`config.mk`:
```
export PLATFORM = sky130hd
export DESIGN_NAME = rotary_encoder_button_interface
export DESIGN_NICKNAME = d
export VERILOG_FILES = /design/src/sv/rebi_pkg.sv /design/src/sv/rebi_div.sv /design/src/sv/rotary_encoder_button_interface.sv
export SDC_FILE = /design/constraint.sdc
export NUM_CORES = 2
export LEC_CHECK = 0
export BUFFER_PORTS_ARGS = -buffer_cell sky130_fd_sc_hd__buf_2
export CORE_AREA = 5 5 287 289
export CTS_BUF_LIST = sky130_fd_sc_hd__clkbuf_8
export DETAILED_ROUTE_END_ITERATION = 8
export DIE_AREA = 0 0 292 294
export PLACE_DENSITY_LB_ADDON = 0.05
export SLEW_MARGIN = 20
export SYNTH_ARGS = -nofsm -noshare
export SYNTH_HDL_FRONTEND = slang
export SYNTH_SLANG_ARGS = --single-unit
```
`constraint.sdc`:
```
create_clock -name clk -period 19.1 [get_ports clk]
set_input_delay 0.955 -clock clk [delete_from_list [all_inputs] [get_ports clk]]
set_output_delay 0.955 -clock clk [all_outputs]
set_load 0.03 [all_outputs]
```
`src/sv/rebi_pkg.sv`:
```
package rebi_pkg;

  localparam int STEPS_PER_NOTCH_DEFAULT = 4;

  // Configuration register indexes
  localparam logic [2:0] REG_MIN_POSITION    = 3'd0;
  localparam logic [2:0] REG_MAX_POSITION    = 3'd1;
  localparam logic [2:0] REG_WRAP_ENABLE     = 3'd2;
  localparam logic [2:0] REG_ACCEL_ENABLE    = 3'd3;
  localparam logic [2:0] REG_DEBOUNCE_MS     = 3'd4;
  localparam logic [2:0] REG_LONG_PRESS_MS   = 3'd5;
  localparam logic [2:0] REG_DOUBLE_CLICK_MS = 3'd6;

  localparam logic signed [31:0] MIN_POSITION_RESET    = 32'sh8000_0000;
  localparam logic signed [31:0] MAX_POSITION_RESET    = 32'sh7fff_ffff;
  localparam logic [15:0]        DEBOUNCE_MS_RESET     = 16'd50;
  localparam logic [15:0]        LONG_PRESS_MS_RESET   = 16'd1000;
  localparam logic [15:0]        DOUBLE_CLICK_MS_RESET = 16'd500;

  // Acceleration bands, in milliseconds between polls that see unread motion
  localparam logic [31:0] ACCEL_FAST_MS   = 32'd50;
  localparam logic [31:0] ACCEL_MEDIUM_MS = 32'd100;
  localparam logic [31:0] ACCEL_SLOW_MS   = 32'd200;

  localparam logic [3:0] FACTOR_ONE   = 4'd1;
  localparam logic [3:0] FACTOR_TWO   = 4'd2;
  localparam logic [3:0] FACTOR_FIVE  = 4'd5;
  localparam logic [3:0] FACTOR_TEN   = 4'd10;

  localparam logic [1:0] DIR_NONE = 2'd0;
  localparam logic [1:0] DIR_CW   = 2'd1;
  localparam logic [1:0] DIR_CCW  = 2'd2;

  typedef enum logic [2:0] {
    EV_IDLE     = 3'd0,
    EV_PRESSED  = 3'd1,
    EV_RELEASED = 3'd2,
    EV_LONG     = 3'd3,
    EV_DOUBLE   = 3'd4
  } button_event_t;

  // Per-request fields that travel alongside the divider pipeline
  typedef struct packed {
    logic          take;
    logic          scale;
    logic [1:0]    dir;
    button_event_t ev;
    logic          held;
    logic [3:0]    factor;
  } side_t;

  // Quadrature transition table, indexed by {previous AB, current AB}
  function automatic logic signed [1:0] quad_motion(input logic [3:0] idx);
    logic signed [1:0] m;
    case (idx)
      4'd1, 4'd7, 4'd8, 4'd14: m = -2'sd1;
      4'd2, 4'd4, 4'd11, 4'd13: m = 2'sd1;
      default: m = 2'sd0;
    endcase
    return m;
  endfunction

endpackage

```
`src/sv/rebi_div.sv`:
```
module rebi_div #(
  parameter int W   = 32,
  parameter int DIV = 4
) (
  input  logic                clk,
  input  logic                en,
  input  logic signed [W-1:0] x,
  output logic signed [W-1:0] q
);

  localparam int LO_W = W / 2;
  localparam int HI_W = W - LO_W;
  localparam int PW   = 2 * W + 1;
  localparam logic [63:0] RECIP_FULL = (64'd1 << W) / 64'(DIV);
  localparam logic [W:0]   RECIP = RECIP_FULL[W:0];
  localparam logic [W-1:0] DIV_W = W'(DIV);

  logic [W-1:0]      x_abs;
  logic [LO_W+W:0]   a_lo;
  logic [HI_W+W:0]   a_hi;
  logic [W-1:0]      a_abs;
  logic              a_neg;
  logic [PW-1:0]     prod;
  logic [W-1:0]      b_q0;
  logic [W-1:0]      b_abs;
  logic              b_neg;
  logic [W-1:0]      back;
  logic [W-1:0]      rem;
  logic [W-1:0]      q_mag;

  assign x_abs = x[W-1] ? W'(-x) : W'(x);

  // The reciprocal estimate is low by at most one; the remainder check fixes it.
  assign prod  = (PW'(a_hi) << LO_W) + PW'(a_lo);
  assign back  = W'(b_q0 * DIV_W);
  assign rem   = b_abs - back;
  assign q_mag = b_q0 + W'(rem >= DIV_W);

  always_ff @(posedge clk) begin
    if (en) begin
      a_lo  <= (LO_W+W+1)'(x_abs[LO_W-1:0] * RECIP);
      a_hi  <= (HI_W+W+1)'(x_abs[W-1:LO_W] * RECIP);
      a_abs <= x_abs;
      a_neg <= x[W-1];
      b_q0  <= prod[2*W-1:W];
      b_abs <= a_abs;
      b_neg <= a_neg;
      q     <= b_neg ? W'(-q_mag) : q_mag;
    end
  end

endmodule

```
`src/sv/rotary_encoder_button_interface.sv`:
```
// Rotary encoder and push-button front end.
// Each input request carries one sample of encoder pins A and B, the active-low
// button pin, a poll flag, the free-running millisecond time and the
// take_change and clear_event flags. Every request yields exactly one result:
// the position in notches, the unread change (when take_change is set), the
// unread direction, the button event, the debounced held flag and the current
// acceleration factor.
// Both channels use valid/ready. Requests are taken one per clock while
// in_ready is high; all state is updated in the cycle a request is accepted.
// The request lands in the input register at the accepting edge, then passes
// the three stages of the divide-by-steps-per-notch units and the output
// register, from which the result is presented.
// When the receiver stalls, the whole pipeline holds and in_ready drops only
// while a finished result waits untaken. Configuration must be written
// through cfg_we/cfg_index/cfg_data only while no request is in flight; the
// block does not enforce this. Reset is synchronous and returns the configuration,
// state and valid bits to their reset values at once; there is no clearing pass.
module rotary_encoder_button_interface #(
  parameter int STEPS_PER_NOTCH = rebi_pkg::STEPS_PER_NOTCH_DEFAULT
) (
  input  logic               clk,
  input  logic               rst,
  input  logic               in_valid,
  output logic               in_ready,
  input  logic               pin_a,
  input  logic               pin_b,
  input  logic               button_level,
  input  logic               poll,
  input  logic [31:0]        now_ms,
  input  logic               take_change,
  input  logic               clear_event,
  output logic               out_valid,
  input  logic               out_ready,
  output logic signed [31:0] position_notches,
  output logic signed [31:0] change_notches,
  output logic [1:0]         direction,
  output logic [2:0]         button_event,
  output logic               button_held,
  output logic [3:0]         accel_factor,
  input  logic               cfg_we,
  input  logic [2:0]         cfg_index,
  input  logic [31:0]        cfg_data
);

  // Configuration
  logic signed [31:0] min_position;
  logic signed [31:0] max_position;
  logic               wrap_enable;
  logic               accel_enable;
  logic [15:0]        debounce_ms;
  logic [15:0]        long_press_ms;
  logic [15:0]        double_click_ms;

  // State
  logic [1:0]              quad_prev;
  logic signed [31:0]      step_position;
  logic signed [31:0]      read_position;
  logic                    prev_button_level;
  logic [31:0]             level_change_time;
  logic [31:0]             press_start_time;
  logic [31:0]             prev_press_time;
  logic                    held_flag;
  logic [1:0]              click_counter;
  rebi_pkg::button_event_t event_code;
  logic [31:0]             rotation_time;
  logic [3:0]              factor_reg;

  logic signed [31:0]      step_position_next;
  logic signed [31:0]      read_position_next;
  logic                    prev_button_level_next;
  logic [31:0]             level_change_time_next;
  logic [31:0]             press_start_time_next;
  logic [31:0]             prev_press_time_next;
  logic                    held_flag_next;
  logic [1:0]              click_counter_next;
  rebi_pkg::button_event_t event_code_next;
  logic [31:0]             rotation_time_next;
  logic [3:0]              factor_reg_next;

  logic [1:0]         quad_now;
  logic signed [1:0]  motion;
  logic signed [32:0] pos_wide;
  logic signed [32:0] pos_fix;
  logic [31:0]        lct_mid;
  logic [31:0]        accel_dt;
  logic signed [32:0] diff;
  logic [1:0]         dir_now;

  logic accept;
  logic adv;

  // Pipeline
  logic [3:0]         vld;
  rebi_pkg::side_t    side [4];
  rebi_pkg::side_t    side_in;
  logic signed [31:0] s1_pos;
  logic signed [32:0] s1_diff;
  logic signed [31:0] pos_q;
  logic signed [32:0] diff_q;
  logic signed [37:0] chg_wide;
  logic signed [31:0] chg_sat;

  assign adv      = !out_valid || out_ready;
  assign in_ready = adv;
  assign accept   = in_valid && in_ready;

  // Quadrature decode with range clamp or wrap
  always_comb begin
    quad_now = {pin_a, pin_b};
    motion   = rebi_pkg::quad_motion({quad_prev, quad_now});
    pos_wide = 33'(step_position) + 33'(motion);
    pos_fix  = pos_wide;
    if (!wrap_enable) begin
      if (pos_fix < 33'(min_position)) pos_fix = 33'(min_position);
      if (pos_fix > 33'(max_position)) pos_fix = 33'(max_position);
    end else begin
      if (pos_fix < 33'(min_position)) pos_fix = 33'(max_position);
      if (pos_fix > 33'(max_position)) pos_fix = 33'(min_position);
    end
    step_position_next = (motion != 2'sd0) ? pos_fix[31:0] : step_position;
  end

  // Button debounce and classification, acceleration update
  always_comb begin
    lct_mid = (button_level != prev_button_level) ? now_ms : level_change_time;
    accel_dt = now_ms - rotation_time;
    prev_button_level_next = prev_button_level;
    level_change_time_next = level_change_time;
    press_start_time_next  = press_start_time;
    prev_press_time_next   = prev_press_time;
    held_flag_next         = held_flag;
    click_counter_next     = click_counter;
    event_code_next        = event_code;
    rotation_time_next     = rotation_time;
    factor_reg_next        = factor_reg;
    if (poll) begin
      prev_button_level_next = button_level;
      level_change_time_next = lct_mid;
      if ((now_ms - lct_mid) > 32'(debounce_ms)) begin
        if (!button_level && !held_flag) begin
          held_flag_next        = 1'b1;
          press_start_time_next = now_ms;
          event_code_next       = rebi_pkg::EV_PRESSED;
          if ((now_ms - prev_press_time) < 32'(double_click_ms)) begin
            click_counter_next = click_counter + 2'd1;
            if (click_counter_next >= 2'd2) begin
              event_code_next    = rebi_pkg::EV_DOUBLE;
              click_counter_next = 2'd0;
            end
          end else begin
            click_counter_next = 2'd1;
          end
          prev_press_time_next = now_ms;
        end else if (button_level && held_flag) begin
          held_flag_next = 1'b0;
          if ((now_ms - press_start_time) >= 32'(long_press_ms)) begin
            event_code_next = rebi_pkg::EV_LONG;
          end else begin
            event_code_next = rebi_pkg::EV_RELEASED;
          end
        end
        if (held_flag_next && (now_ms - press_start_time_next) >= 32'(long_press_ms)) begin
          event_code_next = rebi_pkg::EV_LONG;
        end
      end
      // The motion test sees the freshly decoded position against the last read.
      if (accel_enable && step_position_next != read_position) begin
        if (accel_dt < rebi_pkg::ACCEL_FAST_MS) begin
          factor_reg_next = rebi_pkg::FACTOR_TEN;
        end else if (accel_dt < rebi_pkg::ACCEL_MEDIUM_MS) begin
          factor_reg_next = rebi_pkg::FACTOR_FIVE;
        end else if (accel_dt < rebi_pkg::ACCEL_SLOW_MS) begin
          factor_reg_next = rebi_pkg::FACTOR_TWO;
        end else begin
          factor_reg_next = rebi_pkg::FACTOR_ONE;
        end
        rotation_time_next = now_ms;
      end
    end
  end

  always_comb begin
    diff = 33'(step_position_next) - 33'(read_position);
    if (diff > 33'sd0) begin
      dir_now = rebi_pkg::DIR_CW;
    end else if (diff < 33'sd0) begin
      dir_now = rebi_pkg::DIR_CCW;
    end else begin
      dir_now = rebi_pkg::DIR_NONE;
    end
    read_position_next = take_change ? step_position_next : read_position;
    side_in.take   = take_change;
    side_in.scale  = take_change && accel_enable;
    side_in.dir    = dir_now;
    side_in.ev     = event_code_next;
    side_in.held   = held_flag_next;
    side_in.factor = factor_reg_next;
  end

  always_ff @(posedge clk) begin
    if (rst) begin
      min_position    <= rebi_pkg::MIN_POSITION_RESET;
      max_position    <= rebi_pkg::MAX_POSITION_RESET;
      wrap_enable     <= 1'b0;
      accel_enable    <= 1'b0;
      debounce_ms     <= rebi_pkg::DEBOUNCE_MS_RESET;
      long_press_ms   <= rebi_pkg::LONG_PRESS_MS_RESET;
      double_click_ms <= rebi_pkg::DOUBLE_CLICK_MS_RESET;
    end else if (cfg_we) begin
      case (cfg_index)
        rebi_pkg::REG_MIN_POSITION:    min_position    <= cfg_data;
        rebi_pkg::REG_MAX_POSITION:    max_position    <= cfg_data;
        rebi_pkg::REG_WRAP_ENABLE:     wrap_enable     <= cfg_data[0];
        rebi_pkg::REG_ACCEL_ENABLE:    accel_enable    <= cfg_data[0];
        rebi_pkg::REG_DEBOUNCE_MS:     debounce_ms     <= cfg_data[15:0];
        rebi_pkg::REG_LONG_PRESS_MS:   long_press_ms   <= cfg_data[15:0];
        rebi_pkg::REG_DOUBLE_CLICK_MS: double_click_ms <= cfg_data[15:0];
        default: ;
      endcase
    end
  end

  always_ff @(posedge clk) begin
    if (rst) begin
      quad_prev         <= 2'd0;
      step_position     <= 32'sd0;
      read_position     <= 32'sd0;
      prev_button_level <= 1'b1;
      level_change_time <= 32'd0;
      press_start_time  <= 32'd0;
      prev_press_time   <= 32'd0;
      held_flag         <= 1'b0;
      click_counter     <= 2'd0;
      event_code        <= rebi_pkg::EV_IDLE;
      rotation_time     <= 32'd0;
      factor_reg        <= rebi_pkg::FACTOR_ONE;
    end else if (accept) begin
      quad_prev         <= quad_now;
      step_position     <= step_position_next;
      read_position     <= read_position_next;
      prev_button_level <= prev_button_level_next;
      level_change_time <= level_change_time_next;
      press_start_time  <= press_start_time_next;
      prev_press_time   <= prev_press_time_next;
      held_flag         <= held_flag_next;
      click_counter     <= click_counter_next;
      event_code        <= clear_event ? rebi_pkg::EV_IDLE : event_code_next;
      rotation_time     <= rotation_time_next;
      factor_reg        <= factor_reg_next;
    end else if (cfg_we && cfg_index == rebi_pkg::REG_ACCEL_ENABLE && !cfg_data[0]) begin
      factor_reg <= rebi_pkg::FACTOR_ONE;
    end
  end

  // Pipeline valid bits: the whole pipeline advances together.
  always_ff @(posedge clk) begin
    if (rst) begin
      vld       <= '0;
      out_valid <= 1'b0;
    end else if (adv) begin
      vld       <= {vld[2:0], in_valid};
      out_valid <= vld[3];
    end
  end

  always_ff @(posedge clk) begin
    if (adv) begin
      s1_pos  <= step_position_next;
      s1_diff <= diff;
      side[0] <= side_in;
      side[1] <= side[0];
      side[2] <= side[1];
      side[3] <= side[2];
    end
  end

  rebi_div #(
    .W   (32),
    .DIV (STEPS_PER_NOTCH)
  ) u_pos_div (
    .clk (clk),
    .en  (adv),
    .x   (s1_pos),
    .q   (pos_q)
  );

  rebi_div #(
    .W   (33),
    .DIV (STEPS_PER_NOTCH)
  ) u_diff_div (
    .clk (clk),
    .en  (adv),
    .x   (s1_diff),
    .q   (diff_q)
  );

  always_comb begin
    if (side[3].scale) begin
      chg_wide = 38'(diff_q) * 38'(signed'({1'b0, side[3].factor}));
    end else begin
      chg_wide = 38'(diff_q);
    end
    if (chg_wide[37:31] == {7{chg_wide[37]}}) begin
      chg_sat = chg_wide[31:0];
    end else begin
      chg_sat = chg_wide[37] ? 32'sh8000_0000 : 32'sh7fff_ffff;
    end
  end

  always_ff @(posedge clk) begin
    if (adv) begin
      position_notches <= pos_q;
      change_notches   <= side[3].take ? chg_sat : 32'sd0;
      direction        <= side[3].dir;
      button_event     <= side[3].ev;
      button_held      <= side[3].held;
      accel_factor     <= side[3].factor;
    end
  end

  a_factor_one_when_off: assert property (@(posedge clk) disable iff (rst)
    !accel_enable |-> factor_reg == rebi_pkg::FACTOR_ONE)
    else $error("acceleration factor not one while acceleration is off");

  a_no_change_without_motion: assert property (@(posedge clk) disable iff (rst)
    out_valid && direction == rebi_pkg::DIR_NONE |-> change_notches == 32'sd0)
    else $error("change reported without unread motion");

  a_press_means_held: assert property (@(posedge clk) disable iff (rst)
    out_valid && (button_event == rebi_pkg::EV_PRESSED ||
                  button_event == rebi_pkg::EV_DOUBLE) |-> button_held)
    else $error("press event reported while button not held");

  a_click_count_range: assert property (@(posedge clk) disable iff (rst)
    !click_counter[1])
    else $error("click counter left its range");

endmodule

```
==> summary.md <==
| Metric | Value |
|---|---|
| Maximum number of pins on one net before global-route repair | between 200 and 250 |
| Achievable Freq | around 66 MHz |
| Cell-internal power | ~4.4 mW |
| Via count | around 43000 |
| Critical Path Max Stage Delay | 0.94 ns |
| Flop-to-flop setup slack | 4.10 ns |
| Tmin final | 15.10 ns |
| Number of enable flip-flop cells after synthesis | around 380 |
| Clock Power Share | ~18% |
| Combined area of all synthesized cells | 51100 um2 |
| Setup Viol. Count Final | 0 |
| CTS Buf Count | ~120 |
| Registers with the highest flip-flop counts | side x48, s1_diff x33, u_diff_div.q x33 |
| Routed length per placed instance | around 20 um |
| Htree depth | 3 |
| Worst-skew pair later-pin latency | roughly 0.80 ns |
| Clock Path Buffers | 3 |
| NetSw | ~3.4 mW |
| Setup Skew | 0.0687 ns |
| Total setup buffers inserted after CTS | 0 |
| Utilization after layout | between 60 and 70% |
| Hold Violations, Final | 0 |
| Post-route cell area | 55200 um2 |
| Vias in the first global route | slightly above 40000 |
| Rel. slew slack | 23.6% |
| Average size of a mapped cell | 8.92 um2 |
| Unrepaired setup endpoints after global routing | false |
| Result of the run | completed |
| Gate count after technology mapping | between 5000 and 6000 |
| Most common cell after layout, fill and taps aside | sky130_fd_sc_hd__nand2_1 |
| Total half-perimeter wirelength after legalization and detailed placement | roughly 100 mm |
| Element type at the critical path start | primary input |
| Count of maximum capacitance violations | 0 |
| Total power of the final layout | ~8 mW |
| Residual DRC count | 0 |
| Peak fanout along the critical path | just under 80 |
| Detailed router's first-iteration violation count | between 3000 and 4000 |
| Share of power burned in combinational logic | roughly 50% |
| Ratio of final minimum period to clock period | between 70% and 80% |
| Count of distinct cell types in the synthesized netlist | 96 |
| Fraction of layout cells with a size suffix above 1 | about 8.1% |
| Die area | 85800 um2 |
| Clock-pin slew of the registers on the worst-case setup and hold paths | 0.06 ns |
| Router iterations before antenna repair | 9 |
| Synthesized-area fraction occupied by xor and xnor cells | roughly 5.2% |
| Most used cells in the layout excluding fill and tap cells | sky130_fd_sc_hd__nand2_1 (607), sky130_fd_sc_hd__inv_1 (553), sky130_fd_sc_hd__a21oi_1 (460), sky130_fd_sc_hd__ha_1 (460), sky130_fd_sc_hd__edfxtp_1 (378) |
| Max FFs per register | 48 |
| Most common flop cell mapped by yosys | sky130_fd_sc_hd__edfxtp_1 |
| Overall die width | slightly below 300 um |
| Compound-Gate Fraction of Synth Area | between 20% and 30% |
| Critical path's slowest cell | sky130_fd_sc_hd__nor2_1 |
| Synth Register Bits | ~700 |
| Leakage power summed over all cells | 23.0 nW |
| GRT Residual Overflow | 0 |
| Post-cts hold buffer count | 0 |
| Switching Share | between 40% and 50% |
| Register containing the most flip-flops in the final layout | side |
| Global-route wire length before repair | roughly 220 mm |
| Final-stage net count | between 6000 and 7000 |
| Number of nets in the synthesized netlist | about 6300 |
| Top-Level Pins | about 150 |
| Worst hold-check path type | flip-flop to flip-flop |
| Largest vdd supply drop | around 0.09 mV |
| Dominant combinational cell family by area after synthesis | compound AO/OA/AOI/OAI gates |
| Die boundary height | about 300 um |
| Initial core utilization | about 64% |
| Synthesized-area fraction occupied by and/or/nand/nor cells | 15.9% |
| Growth of design area from synthesis to finish | 8.00% |
| Post-CTS sizing | 0 |
| Number of warnings printed during yosys synthesis | 0 |
| TritonCTS clock tree | yes |
| P per Cell Area | roughly 140 nW/um2 |
| Adder and majority cell fraction of the synthesized area | between 10% and 20% |
| Core footprint | between 70000 and 80000 um2 |
| Sequential cell fraction of total power | roughly 33% |
| Antenna violations before repair | 6 |
| Crit path DAT | 15.60 ns |
| Fraction of registers with async set/reset | 0% |
| Overall Global Routing Usage | roughly 30% |
| Post-Route Setup TNS | 0 ns |
| Actual transition at the worst max-transition pin | around 1.1 ns |
| Clock tree sinks | 702 |
| Via-per-instance ratio | around 6.2 |
| CTS Root Buffer Type | sky130_fd_sc_hd__clkbuf_8 |
| Data required time at the worst endpoint | between 15 and 20 ns |
| Total number of placement rows | 104 |
| Type of the worst setup path | primary input to flip-flop |
| Portion of the post-synthesis area used by sequential elements | a little over a third |
| ANT nets after route | 0 |
| Gpl congestion | approximately 0.97 |
| Post-synthesis mux area share | 4.10% |
| Wire length reported by the detailed router | 138 mm |
| CP dominant cell by count | sky130_fd_sc_hd__o21ai_0 |
| Number of max-slew violations in the final report | 0 |
| CP endpoint kind | flip-flop |
| Number of buffers added on ports | 153 |
| Post-Place Cell Area | between 50000 and 60000 um2 |
[worst paths after layout]
path,from,end,cells after the start
hold reg to reg,u_pos_div.q[6],position_notches[6],0
setup reg to reg,quad_prev[1],side[0][8],45
hold / removal,u_pos_div.q[6],position_notches[6],0
setup / recovery,pin_a,side[0][8],48
[critical path, delay by kind of cell]
family / cells / cell delay (ns)
muxes: 2 / 1.23
buffers and inverters: 6 / 1.93
and+or+nand+nor: 13 / 4.56
xor gates and xnor gates: 2 / 0.58
AOI/OAI and AO/OA: 20 / 4.47
adders and majority gates: 5 / 1.80
[logic make-up (layout without fill, tap and decap cells)]
group / after synthesis / in the layout
adder cells (fa/ha/maj): 534 / 534
multiplexers: 203 / 203
AO/OA/AOI/OAI: 1579 / 1579
AND/OR/NAND/NOR: 1663 / 1663
XOR/XNOR: 305 / 305
flip-flops: 702 / 702
other: 0 / 6
buffers and inverters: 743 / 915
[routing by layer]
metal / GRT usage (%) / share of wire, %
met5: 0 / 0
met4: 8.82 / 2.6
met3: 4.25 / 7.1
met2: 51.2 / 46
met1: 42.5 / 44
[stage by stage]
| stage | instances | worst slack (ns) | hold slack, ns |
|---|---|---|---|
| final | 6967 | 4.00 | 0.381 |
| after detailed placement | 6735 | 2.76 | 0.405 |
| after global placement | 6734 | 3.39 | 0.400 |
| after CTS | 6958 | 3.51 | 0.352 |
| after floorplan | 5729 | 5.12 | 0.400 |
| after global routing | 6966 | 3.09 | 0.382 |
[synthesized netlist by cell type, drive strengths merged, types with 30 or more instances]
library cell / n / area [um2]
a21oi: 461 / 2310
a211oi: 89 / 668
o31ai: 75 / 568
dfxtp: 324 / 6490
o21bai: 39 / 293
xor2: 63 / 552
nand3: 78 / 395
nor3: 88 / 445
or3: 45 / 302
o21a: 48 / 360
clkbuf: 232 / 872
and2: 123 / 769
nand2b: 58 / 370
and3: 31 / 194
o21ai: 280 / 1400
mux2: 40 / 450
nand2: 607 / 2280
nor2b: 44 / 275
a21o: 153 / 1150
xnor2: 242 / 2120
ha: 460 / 5760
a31oi: 40 / 250
nand4: 75 / 469
a22oi: 38 / 285
inv: 501 / 1880
o211ai: 99 / 743
edfxtp: 378 / 11400
nor4: 30 / 188
mux2i: 162 / 1620
nor2: 345 / 1300
fa: 74 / 1480
[area by class of cell]
| cell class | instances | area, um2 |
|---|---|---|
| Antenna cell | 6 | 15.0 |
| Clock buffer | 128 | 1760 |
| Clock inverter | 95 | 728 |
| Fill cell | 6352 | 24500 |
| Inverter | 501 | 1890 |
| Multi-Input combinational cell | 4284 | 30500 |
| Sequential cell | 702 | 17800 |
| Tap cell | 1060 | 1330 |
| Timing Repair Buffer | 191 | 1090 |
[power groups by stage]
| stage | combinational, mW | clock [mW] | sequential, mW |
|---|---|---|---|
| after floorplan | 2.64 | 0 | 2.57 |
| after global placement | 3.68 | 0 | 2.56 |
| after detailed placement | 3.73 | 0 | 2.59 |
| after CTS | 3.76 | 1.41 | 2.56 |
| after global routing | 4.18 | 1.48 | 2.61 |
| final | 3.84 | 1.38 | 2.56 |
(Power assumes the default switching activity.)
